$ cat src/cidr_pkg.sv
package cidr_pkg;

    localparam int OCTET_MAX  = 255;
    localparam int PREFIX_MAX = 32;

    localparam logic [7:0] CH_DOT   = 8'h2E;
    localparam logic [7:0] CH_SLASH = 8'h2F;
    localparam logic [7:0] CH_ZERO  = 8'h30;
    localparam logic [7:0] CH_NINE  = 8'h39;
    localparam logic [7:0] CH_SPACE = 8'h20;
    localparam logic [7:0] CH_TAB   = 8'h09;
    localparam logic [7:0] CH_CR    = 8'h0D;
    localparam logic [7:0] CH_LF    = 8'h0A;

    localparam logic [5:0] PREFIX_FULL = 6'(PREFIX_MAX);

    // parse phase, one-hot
    typedef enum logic [3:0] {
        PH_LEAD   = 4'b0001,
        PH_ADDR   = 4'b0010,
        PH_PREFIX = 4'b0100,
        PH_TRAIL  = 4'b1000
    } t_phase;

    typedef struct packed {
        t_phase      phase;
        logic [1:0]  octet_count;
        logic [7:0]  octet_value;
        logic        digit_seen;
        logic [31:0] address_accum;
        logic [5:0]  prefix_accum;
        logic        slash_seen;
        logic        error_flag;
    } t_state;

    typedef struct packed {
        logic        parse_ok;
        logic [31:0] network_address;
        logic [31:0] net_mask;
        logic [5:0]  prefix_len;
    } t_result;

    localparam t_state STATE_RESET = '{
        phase:         PH_LEAD,
        octet_count:   2'd0,
        octet_value:   8'd0,
        digit_seen:    1'b0,
        address_accum: 32'd0,
        prefix_accum:  6'd0,
        slash_seen:    1'b0,
        error_flag:    1'b0
    };

    // prefix length p (0..32) to mask with p leading ones
    function automatic logic [31:0] mask_of(input logic [5:0] p);
        logic [31:0] m;
        begin
            if (p >= PREFIX_FULL) begin
                m = 32'hFFFF_FFFF;
            end else begin
                m = ~(32'hFFFF_FFFF >> p);
            end
            return m;
        end
    endfunction

endpackage

$ cat src/cidr_step.sv
module cidr_step
    import cidr_pkg::*;
(
    input  t_state     i_state,
    input  logic [7:0] i_char,
    input  logic       i_present,
    input  logic       i_last,
    input  logic [5:0] i_fallback_len,
    output t_state     o_state,
    output t_result    o_result
);

    logic        is_space;
    logic        is_digit;
    logic [3:0]  digit_val;
    logic [11:0] oct_sum;
    logic [9:0]  pfx_sum;
    t_phase      ph;
    t_state      ns;
    logic        ok;
    logic [31:0] addr;
    logic [5:0]  pfx;
    logic [31:0] mask;

    assign is_space  = (i_char == CH_SPACE) || (i_char == CH_TAB) ||
                       (i_char == CH_CR) || (i_char == CH_LF);
    assign is_digit  = (i_char >= CH_ZERO) && (i_char <= CH_NINE);
    assign digit_val = 4'(i_char - CH_ZERO);
    assign oct_sum   = 12'(i_state.octet_value) * 12'd10 + 12'(digit_val);
    assign pfx_sum   = 10'(i_state.prefix_accum) * 10'd10 + 10'(digit_val);

    always_comb begin
        ns = i_state;
        ph = i_state.phase;
        // first non-space character enters the address
        if (i_state.phase == PH_LEAD && !is_space) begin
            ph = PH_ADDR;
        end
        if (i_present && !i_state.error_flag) begin
            ns.phase = ph;
            unique case (ph)
                PH_LEAD: begin
                end
                PH_ADDR: begin
                    if (is_digit) begin
                        if (oct_sum > 12'(OCTET_MAX)) begin
                            ns.error_flag = 1'b1;
                        end else begin
                            ns.octet_value = oct_sum[7:0];
                            ns.digit_seen  = 1'b1;
                        end
                    end else if (i_char == CH_DOT) begin
                        if (!i_state.digit_seen || i_state.octet_count == 2'd3) begin
                            ns.error_flag = 1'b1;
                        end else begin
                            ns.address_accum = {i_state.address_accum[23:0],
                                                i_state.octet_value};
                            ns.octet_count   = i_state.octet_count + 2'd1;
                            ns.octet_value   = 8'd0;
                            ns.digit_seen    = 1'b0;
                        end
                    end else if (i_char == CH_SLASH) begin
                        if (!i_state.digit_seen || i_state.octet_count != 2'd3) begin
                            ns.error_flag = 1'b1;
                        end else begin
                            ns.address_accum = {i_state.address_accum[23:0],
                                                i_state.octet_value};
                            ns.octet_value   = 8'd0;
                            ns.digit_seen    = 1'b0;
                            ns.slash_seen    = 1'b1;
                            ns.phase         = PH_PREFIX;
                        end
                    end else if (is_space) begin
                        ns.phase = PH_TRAIL;
                    end else begin
                        ns.error_flag = 1'b1;
                    end
                end
                PH_PREFIX: begin
                    if (is_digit) begin
                        if (pfx_sum > 10'(PREFIX_MAX)) begin
                            ns.error_flag = 1'b1;
                        end else begin
                            ns.prefix_accum = pfx_sum[5:0];
                            ns.digit_seen   = 1'b1;
                        end
                    end else if (is_space) begin
                        ns.phase = PH_TRAIL;
                    end else begin
                        ns.error_flag = 1'b1;
                    end
                end
                PH_TRAIL: begin
                    if (!is_space) begin
                        ns.error_flag = 1'b1;
                    end
                end
                default: begin
                    ns.error_flag = 1'b1;
                end
            endcase
        end

        // close out the text from the updated state
        ok   = !ns.error_flag && (ns.phase != PH_LEAD);
        if (ns.slash_seen) begin
            ok   = ok && ns.digit_seen;
            addr = ns.address_accum;
            pfx  = ns.prefix_accum;
        end else begin
            ok   = ok && ns.digit_seen && (ns.octet_count == 2'd3);
            addr = {ns.address_accum[23:0], ns.octet_value};
            pfx  = (i_fallback_len > PREFIX_FULL) ? PREFIX_FULL : i_fallback_len;
        end
        mask = mask_of(pfx);

        o_result.parse_ok        = ok;
        o_result.network_address = ok ? (addr & mask) : 32'd0;
        o_result.net_mask        = ok ? mask : 32'd0;
        o_result.prefix_len      = ok ? pfx : 6'd0;

        o_state = i_last ? STATE_RESET : ns;
    end

endmodule

$ cat src/ipv4_cidr_parser.sv
// Flow: a request is processed out of the input register; a closing request
//   waits while the result register is full and undrained, then loads a result.
// Throughput: one character per cycle, barring such a wait; the parse step is
//   a single pass of multiply-by-ten, add and compare between both registers.
// Reset: synchronous active-low i_rst_n clears parse state, both valid flags
//   and sets the fallback prefix length to 32; payload registers are not reset.
module ipv4_cidr_parser
    import cidr_pkg::*;
(
    input  logic        i_clk,
    input  logic        i_rst_n,

    // character stream in
    input  logic        i_s_tvalid,
    output logic        o_s_tready,
    input  logic [7:0]  i_s_tdata,   // [7:0] char_byte
    input  logic        i_s_tuser,   // [0] char_present
    input  logic        i_s_tlast,   // last_char

    // result stream out
    output logic        o_m_tvalid,
    input  logic        i_m_tready,
    output logic [71:0] o_m_tdata,   // [31:0] network_address, [63:32] net_mask,
                                     // [69:64] prefix_len, [71:70] zero
    output logic        o_m_tuser,   // [0] parse_ok

    // fallback prefix length write channel
    input  logic        i_cfg_valid,
    output logic        o_cfg_ready,
    input  logic [5:0]  i_cfg_data
);

    // input register
    logic       r_in_valid;
    logic [7:0] r_in_char;
    logic       r_in_present;
    logic       r_in_last;

    // parser state and configuration
    t_state     r_state;
    t_state     n_state;
    logic [5:0] r_fallback_len;

    // result register
    logic       r_out_valid;
    t_result    r_out;
    t_result    n_out;

    logic       process;
    logic       in_fire;
    logic       out_fire;

    // A request without last_char produces no result and never waits on the
    // master side; a closing request waits only while the result register is
    // still full and not being drained.
    assign out_fire   = r_out_valid && i_m_tready;
    assign process    = r_in_valid && (!r_in_last || !r_out_valid || i_m_tready);
    assign o_s_tready = !r_in_valid || process;
    assign in_fire    = i_s_tvalid && o_s_tready;

    assign o_cfg_ready = 1'b1;

    cidr_step u_step (
        .i_state        (r_state),
        .i_char         (r_in_char),
        .i_present      (r_in_present),
        .i_last         (r_in_last),
        .i_fallback_len (r_fallback_len),
        .o_state        (n_state),
        .o_result       (n_out)
    );

    // control: valid flags, parse state, configuration
    always_ff @(posedge i_clk) begin
        if (!i_rst_n) begin
            r_in_valid     <= 1'b0;
            r_out_valid    <= 1'b0;
            r_state        <= STATE_RESET;
            r_fallback_len <= PREFIX_FULL;
        end else begin
            if (in_fire) begin
                r_in_valid <= 1'b1;
            end else if (process) begin
                r_in_valid <= 1'b0;
            end

            if (process) begin
                r_state <= n_state;
            end

            // load a fresh result, or drop the one just taken
            if (process && r_in_last) begin
                r_out_valid <= 1'b1;
            end else if (out_fire) begin
                r_out_valid <= 1'b0;
            end

            if (i_cfg_valid && o_cfg_ready) begin
                r_fallback_len <= i_cfg_data;
            end
        end
    end

    // payload: hold the request until it is processed, the result until taken
    always_ff @(posedge i_clk) begin
        if (in_fire) begin
            r_in_char    <= i_s_tdata;
            r_in_present <= i_s_tuser;
            r_in_last    <= i_s_tlast;
        end
        if (process && r_in_last) begin
            r_out <= n_out;
        end
    end

    assign o_m_tvalid = r_out_valid;
    assign o_m_tuser  = r_out.parse_ok;
    assign o_m_tdata  = {2'b00, r_out.prefix_len, r_out.net_mask, r_out.network_address};

    // a closing request always leaves a result behind
    a_last_gives_result: assert property (@(posedge i_clk) disable iff (!i_rst_n)
        process && r_in_last |=> r_out_valid)
        else $error("closing request produced no result");

    // parse state is back at reset after a closing request
    a_state_cleared: assert property (@(posedge i_clk) disable iff (!i_rst_n)
        process && r_in_last |=> (r_state == STATE_RESET))
        else $error("parse state not cleared after end of text");

    // the input side stalls only behind a closing request and a full result
    a_stall_reason: assert property (@(posedge i_clk) disable iff (!i_rst_n)
        !o_s_tready |-> r_in_valid && r_in_last && r_out_valid && !i_m_tready)
        else $error("input stalled without cause");

    // rejected text carries zero fields; accepted text stays within /32
    a_result_fields: assert property (@(posedge i_clk) disable iff (!i_rst_n)
        r_out_valid |-> (r_out.parse_ok ? (r_out.prefix_len <= PREFIX_FULL)
                                        : (o_m_tdata == 72'd0)))
        else $error("result fields inconsistent with parse_ok");

endmodule
$ cat config.mk
export PLATFORM = sky130hd
export DESIGN_NAME = ipv4_cidr_parser
export DESIGN_NICKNAME = d
export VERILOG_FILES = /design/src/cidr_pkg.sv /design/src/cidr_step.sv /design/src/ipv4_cidr_parser.sv
export SDC_FILE = /design/constraint.sdc
export NUM_CORES = 1
export LEC_CHECK = 0
export BUFFER_PORTS_ARGS = -buffer_cell sky130_fd_sc_hd__buf_2
export CORE_MARGIN = 5
export CORE_UTILIZATION = 64
export DETAILED_ROUTE_END_ITERATION = 7
export HOLD_SLACK_MARGIN = 0.06
export PLACE_DENSITY = 0.84
export SLEW_MARGIN = 20
export SYNTH_ARGS = -nofsm -noshare
export SYNTH_HDL_FRONTEND = slang
export SYNTH_HIERARCHICAL = 1
export SYNTH_SLANG_ARGS = --single-unit
$ cat constraint.sdc
create_clock -name i_clk -period 12 [get_ports i_clk]
set_clock_uncertainty 0.15 [all_clocks]
set_input_delay 2.4 -clock i_clk [delete_from_list [all_inputs] [get_ports i_clk]]
set_output_delay 2.4 -clock i_clk [all_outputs]
set_load 0.01 [all_outputs]
==> impl_results.md, run 1 <==
* Post-CTS Resized at 0
* Prevailing post-synth register cell: edfxtp_1
* R2r worst-path depth at 12
* Mux cell area share after synthesis at 0.09116
* H-tree Lvls at 4
* Fmax at roughly 0.18 GHz
* Total CTS buffers at 17
* Post-layout min period at 5.456 ns
* Static leakage at between 3 and 4 nW
* Post-synthesis compound-gate area fraction at 0.1636
* Most frequent cells in the layout: nand2_1 (186), buf_2 (92), edfxtp_1 (81), a21oi_1 (79), mux2i_1 (75)
* Max-cap violations at 0
* Yosys reg bits at approximately 140
* Top delay family on crit path: buffers and inverters
* Endpoints failing hold at 0
* Via density per instance at ~6.3
* Power per cell area at roughly 110 nW/um2
* Crit path launch type: input port
* Share of the synthesized area in the top cell type at 0.2868
* DP Cell Count at between 1,000 and 1,500
* Clock transition at path regs at around 0.050 ns
* Worst hold endpoint: r_state[1]
* Drt first-iter violations at about 1,100
* # rows at between 40 and 50
* WP buf/inv at 2
* YS warnings at 6
* WP data arrival at approximately 2.9 ns
* I/O pin count at 97
* Final nets at around 1,000
* WL per Instance at between 15 and 20 um
* Period utilization at 0.4547
* Average cell area after synthesis at about 9.5 um2
* Antenna diodes at 0
* CTS tree: yes
* Mapped cell area at roughly 8500 um2
* Commonest non-fill, non-tap cell in the layout: nand2_1
* Area contributors post-synth: edfxtp_1 (29%), dfxtp_1 (15%), mux2i_1 (8.9%)
* Crit path capture type: output port
* Largest net degree at the start of global routing at between 100 and 150
* Setup bufs post-CTS at 0
* Clock Path Buffers at 2
* Synth Area in Simple Gates at 0.1885
* Initial Util at 0.6456
* Hold Buf Count CTS at 0
* Synth-to-Final Area Change at 10.75%
* Mapped Cells at 891
* Req. time, crit path at ~9.5 ns
* All-Layer GR Usage at 0.2686
* Reg2reg start: r_state[3]
* Die W at approximately 130 um
* Main combinational cell family by area after synthesis: simple AND/OR/NAND/NOR gates
* Crit Path Max Fanout at 4
* Core area at ~13,000 um2
* Global-route wire length before repair at 34,360 um
* Worst R2R End: o_m_tdata[31]
* Detailed Route WL at between 20,000 and 25,000 um
* Setup TNS at 0 ns
* Worst reg-to-reg setup slack at ~6.6 ns
* Max-slew violation count at 0
* Initial antenna violation count at 0
* Synth cell types at 84
* Number of global-route vias before repair at 6,401
* Clock Latency Late Sink at around 0.42 ns
* Synth Area in Adders at 0.04927
* Via count at about 7,200
* Grt ovf at 0
* FF/Latch Area at approximately 3700 um2
* Die span in y at 125.1 um
* Root buffer cell: clkbuf_16
* Post-DP HPWL at between 10,000 and 15,000 um
* RePlAce Congestion at about 0.80
* Rel. slew slack at 0.3178
* Asr flop ratio synth at 0
* Final setup fails at 0
* RSZ-0062 raised after global routing: false
* Fillers at 957
* Cell Chain, Critical Path: buf_2 > nor2b_4 > nand2_1 > buf_2
* Min-delay src: r_state[1]
* Max VDD drop at 101.1 uV
* CTS Sinks at 144
* Failing checks: DRC
* Post-synth EDFFs at 81
* Status: finished with violations
* Post-synthesis sequential area ratio at 0.4355
* Die ar. at 15,660 um2
* Most frequent CP cell: buf_2
* Hold depth at 2
* HP Class: reg2reg
* Input/output buffers at 93
* Fraction of layout cells with a size suffix above 1 at 0.1602
* Crit-path slowest cell: nor2b_4
* Multi-input combinational cell area at about 4300 um2
* Synth area leader: edfxtp_1
* Critical path type: in2out
* Max incr delay on CP at 0.17 ns
* Synth Area in XOR/XNOR at 0.01549
* Drc violations at 7
* First drt pass iteration count at 8
* Fin cells at ~1,100
* Worst-Margin Slew at just over 1 ns
* ANT nets after route at 0
[where the power goes]
group / internal, mW / switching (mW) / leakage, nW
clock: 0.281 / 0.201 / 0.259
sequential: 0.526 / 0.00627 / 1.36
combinational: 0.0195 / 0.0406 / 1.92
total: 0.826 / 0.248 / 3.54
[worst register-to-register path: stages, from the launching register on]
cell      delay [ns]
dfxtp_1         0.46
ha_1            0.28
ha_1            0.21
inv_1           0.07
fa_1            0.47
nor4b_2         0.24
a31oi_1         0.14
or4_4           0.52
a311oi_4        0.65
mux2i_1         0.40
o21ai_2         0.32
nor3_2          0.94
a211oi_1        0.20
[area by class of cell]
type / instances / area share
clock buffers: 19 / 0.04608
clock inverters: 12 / 0.009989
multi-input cells: 660 / 0.4607
inverters: 25 / 0.009989
flip-flops and latches: 144 / 0.3932
well taps: 176 / 0.02344
repair buffers: 101 / 0.05661
[kinds of logic (layout without fill, tap and decap cells)]
group | after synthesis | count (layout)
simple gates | 339 | 339
compound gates | 195 | 195
flops | 144 | 144
buf+inv | 88 | 157
mux | 77 | 77
fa+ha+maj | 31 | 31
xor+xnor | 15 | 15
other cells | 2 | 3
[sequential cells by signal, summed over array words and instances, names as in the netlist]
name / count
r_in_char: 8
r_fallback_len: 6
r_state: 55
o_m_tdata: 70
o_m_tuser: 1
r_in_last: 1
o_m_tvalid: 1
r_in_present: 1
r_in_valid: 1
[cell usage after synthesis (all sizes together), types with 3 or more instances]
| cell | count |
|---|---|
| fa | 4 |
| nor4 | 7 |
| a22oi | 3 |
| xnor2 | 9 |
| nor3b | 6 |
| o21a | 4 |
| and2 | 7 |
| nand2b | 6 |
| edfxtp | 81 |
| o31ai | 4 |
| a21o | 6 |
| ha | 27 |
| or4 | 4 |
| or4b | 4 |
| nand3 | 16 |
| a211oi | 30 |
| xor2 | 6 |
| buf | 34 |
| clkbuf | 29 |
| a222oi | 21 |
| nor3 | 24 |
| and3 | 3 |
| o21ai | 13 |
| a31oi | 7 |
| or2 | 4 |
| nor2b | 13 |
| a21boi | 3 |
| nor2 | 45 |
| inv | 25 |
| a21oi | 79 |
| nand2 | 187 |
| dfxtp | 63 |
| mux2i | 75 |
[worst max-delay path by stage]
stage | start | to | slack, ns | cells after the start
floorplan | i_m_tready | o_s_tready | 6.80 | 2
global placement | i_m_tready | o_s_tready | 6.57 | 4
detailed placement | i_m_tready | o_s_tready | 6.53 | 4
CTS | i_m_tready | o_s_tready | 6.53 | 4
global route | r_state[3] | o_m_tdata[31] | 6.44 | 12
finish | i_m_tready | o_s_tready | 6.54 | 4
[per-layer routing]
layer | share of wire | routed length, um | vias up | global-route usage
li1 | - | - | 3360 | -
met1 | 0.40 | 8517 | 3339 | 0.3743
met2 | 0.47 | 10050 | 424 | 0.4293
met3 | 0.11 | 2300 | 46 | 0.05501
met4 | 0.019 | 408 | 0 | 0.07589
met5 | 0 | 0 | - | 0
[stage by stage]
step	utilization	power, mW	hold slack, ns	setup slack [ns]	instance area (um2)
3_3_place_gp	0.6747	0.5988	0.3100	6.569	8864
5_1_grt	0.7150	1.107	0.3471	6.442	9394
4_1_cts	0.7148	1.075	0.3280	6.533	9390
6_report	0.7150	1.074	0.3298	6.544	9394
2_1_floorplan	-	0.5877	0.2814	6.796	8486
3_5_place_dp	0.6747	0.6004	0.3139	6.534	8864
Note: power is estimated with default switching activity, not from simulation.
==> run 2: changes to the inputs <==
--- a/config.mk
+++ b/config.mk
@@ -7,10 +7,10 @@
 export LEC_CHECK = 0
 export BUFFER_PORTS_ARGS = -buffer_cell sky130_fd_sc_hd__buf_2
 export CORE_MARGIN = 5
-export CORE_UTILIZATION = 64
+export CORE_UTILIZATION = 59
 export DETAILED_ROUTE_END_ITERATION = 7
 export HOLD_SLACK_MARGIN = 0.06
-export PLACE_DENSITY = 0.84
+export PLACE_DENSITY = 0.78
 export SLEW_MARGIN = 20
 export SYNTH_ARGS = -nofsm -noshare
 export SYNTH_HDL_FRONTEND = slang
==> constraint.sdc (replaced) <==
create_clock -name i_clk -period 5.4 [get_ports i_clk]
set_clock_uncertainty 0.15 [all_clocks]
set_input_delay 1.08 -clock i_clk [delete_from_list [all_inputs] [get_ports i_clk]]
set_output_delay 1.08 -clock i_clk [all_outputs]
set_load 0.01 [all_outputs]
==> run 2 against run 1 <==
- the run now ends clean
- register-to-register slack worse by 6.0 ns
- hold slack worse by 0.0017 ns
- core utilization is 3.3 points lower
- sequential cell count stayed put
- global-route usage is 0.70 points lower
- wire length is 4.4% higher
- non-clock buffer count is 8 higher
- die area is 7.8% higher
- sequential power is 120% higher
- combinational power is 130% higher
- critical path depth is 9 higher
- final area is 1.5% higher
- critical endpoint is now o_m_tdata[23]
- largest cell class unchanged
==> impl_results.md, run 2 (synthesis results as in run 1) <==
* Status: completed
* Die W at 129.9 um
* Number of flip-flops in the largest register at 70
* Max-cap violations at 0
* Total CTS buffers at 17
* Fraction of layout cells with a size suffix above 1 at 0.1744
* Post-CTS Resized at 0
* Critical path type: reg2reg
* Final setup fails at 0
* WL per Instance at slightly below 20 um
* Crit path capture type: register
* Die ar. at ~17,000 um2
* Input/output buffers at 93
* # rows at between 40 and 50
* Drt first-iter violations at between 1,000 and 1,500
* Max-slew violation count at 0
* Setup bufs post-CTS at 0
* Crit-path slowest cell: or4_4
* Antenna diodes at 0
* WP data arrival at roughly 4.7 ns
* Post-layout min period at 4.741 ns
* Endpoints failing hold at 0
* Drc violations at 0
* Worst reg-to-reg setup slack at 0.66 ns
* CTS tree: yes
* Via count at slightly above 7,000
* Core area at approximately 14,000 um2
* Core Util, Final at 0.6818
* Final nets at 1,009
* Initial antenna violation count at 0
* Clock transition at path regs at roughly 0.070 ns
* Req. time, crit path at around 5.4 ns
* HP Class: reg2reg
* Via density per instance at approximately 6.3
* Largest net degree at the start of global routing at between 100 and 150
* Critical path origin: r_state[3]
* First drt pass iteration count at 6
* RePlAce Congestion at approximately 0.9
* Reg2reg start: r_state[3]
* Power per cell area at between 200 and 300 nW/um2
* Die span in y at ~130 um
* Initial Util at 0.6064
* RSZ-0062 raised after global routing: false
* Rel. slew slack at 0.2746
* Crit Path Max Fanout at 8
* I/O pin count at between 90 and 100
* Fmax at between 0.2 and 0.25 GHz
* Post-DP HPWL at roughly 15,000 um
* GRT busiest layer: met2
* Cell Chain, Critical Path: ha_1 > ha_1 > inv_1 > fa_1 > nor4b_2 > a31oi_1 > or4_4 > a311oi_4 > buf_4 > mux2i_1 > nand4_1 > o21ai_1 > a211oi_1
* CTS Sinks at 144
* R2r worst-path depth at 13
* Grt ovf at 0
* Root buffer cell: clkbuf_16
* Number of global-route vias before repair at roughly 6,400
* Hold Buf Count CTS at 0
* Max incr delay on CP at around 0.52 ns
* H-tree Lvls at 4
* Met2 Track Usage GR at 0.4213
* Crit path launch type: register
* Most frequent cells in the layout: nand2_1 (186), buf_2 (92), edfxtp_1 (81), a21oi_1 (79), mux2i_1 (75)
* Global-route wire length before repair at 34,540 um
* Clock Path Buffers at 2
* Commonest non-fill, non-tap cell in the layout: nand2_1
* Most frequent CP cell: ha_1
* CP endpoint: o_m_tdata[23]
* Synth-to-Final Area Change at 12.45%
* GR Util met3 at 0.04912
* Static leakage at around 3.6 nW
* ANT nets after route at 0
* Period utilization at 0.8779
* Max VDD drop at approximately 250 uV
* Grt met1 use at 0.3630
* All-Layer GR Usage at 0.2616
* Clock Latency Late Sink at about 0.43 ns
* Worst-Margin Slew at 1.088 ns
* Setup TNS at 0 ns
* Worst R2R End: o_m_tdata[23]
* Detailed Route WL at roughly 22,000 um
run 2: cell count changes in the layout (fill, tap and decap cells not counted), sizes merged:
cell      previous run  this run
inv                 27        30
buf                101       109
clkbuf              19        17
clkinvlp             0         3
bufinv               1         3
clkinv               9         3
run 2: how the worst min path moves through the flow:
stage,from,end,slack (ns),cells past startpoint
finish,r_state[33],r_state[33],0.33,2
floorplan,r_state[52],r_state[52],0.28,2
global route,r_state[1],r_state[1],0.35,2
detailed placement,r_state[36],r_state[36],0.32,2
global placement,r_state[36],r_state[36],0.31,2
CTS,r_state[33],r_state[33],0.33,2
run 2: final cells by class:
type,instances,area (um2)
inverters,25,93.84
clock inverters,14,180.2
flip-flops and latches,144,3694
multi-input cells,660,4328
clock buffers,17,425.4
fillers,1073,4451
repair buffers,109,591.8
well taps,180,225.2
run 2: per-layer routing:
| layer | wire length (um) | up-vias |
|---|---|---|
| met5 | 0 | - |
| met4 | 319 | 0 |
| met3 | 2235 | 32 |
| met2 | 10330 | 387 |
| met1 | 9329 | 3397 |
| li1 | - | 3384 |
run 2: per-stage QoR:
| stage | setup slack (ns) | instances | hold WS, ns | instance area (um2) | power, mW |
|---|---|---|---|---|---|
| final | 0.6593 | 1149 | 0.3281 | 9538 | 2.541 |
| after global routing | 0.3550 | 1149 | 0.3548 | 9538 | 2.606 |
| after CTS | 0.7310 | 1149 | 0.3316 | 9534 | 2.543 |
| after detailed placement | 0.7391 | 1118 | 0.3231 | 8929 | 1.337 |
| after global placement | 0.8754 | 1118 | 0.3128 | 8929 | 1.335 |
| after floorplan | 1.110 | 892 | 0.2814 | 8486 | 1.306 |
run 2: critical path, delay by kind of cell, from the launching register on:
family,cells,cell delay [ns]
buffers and inverters,2,0.31
AO/OA/AOI/OAI,4,1.09
AND/OR/NAND/NOR,3,1.18
adder cells (fa/ha/maj),3,0.94
flip-flops,1,0.45
multiplexers,1,0.35
run 2: where the power goes:
group	internal (mW)	total (mW)	switching (mW)
Combinational	0.0454	0.136	0.0905
Clock	0.732	1.22	0.491
Sequential	1.17	1.18	0.0138
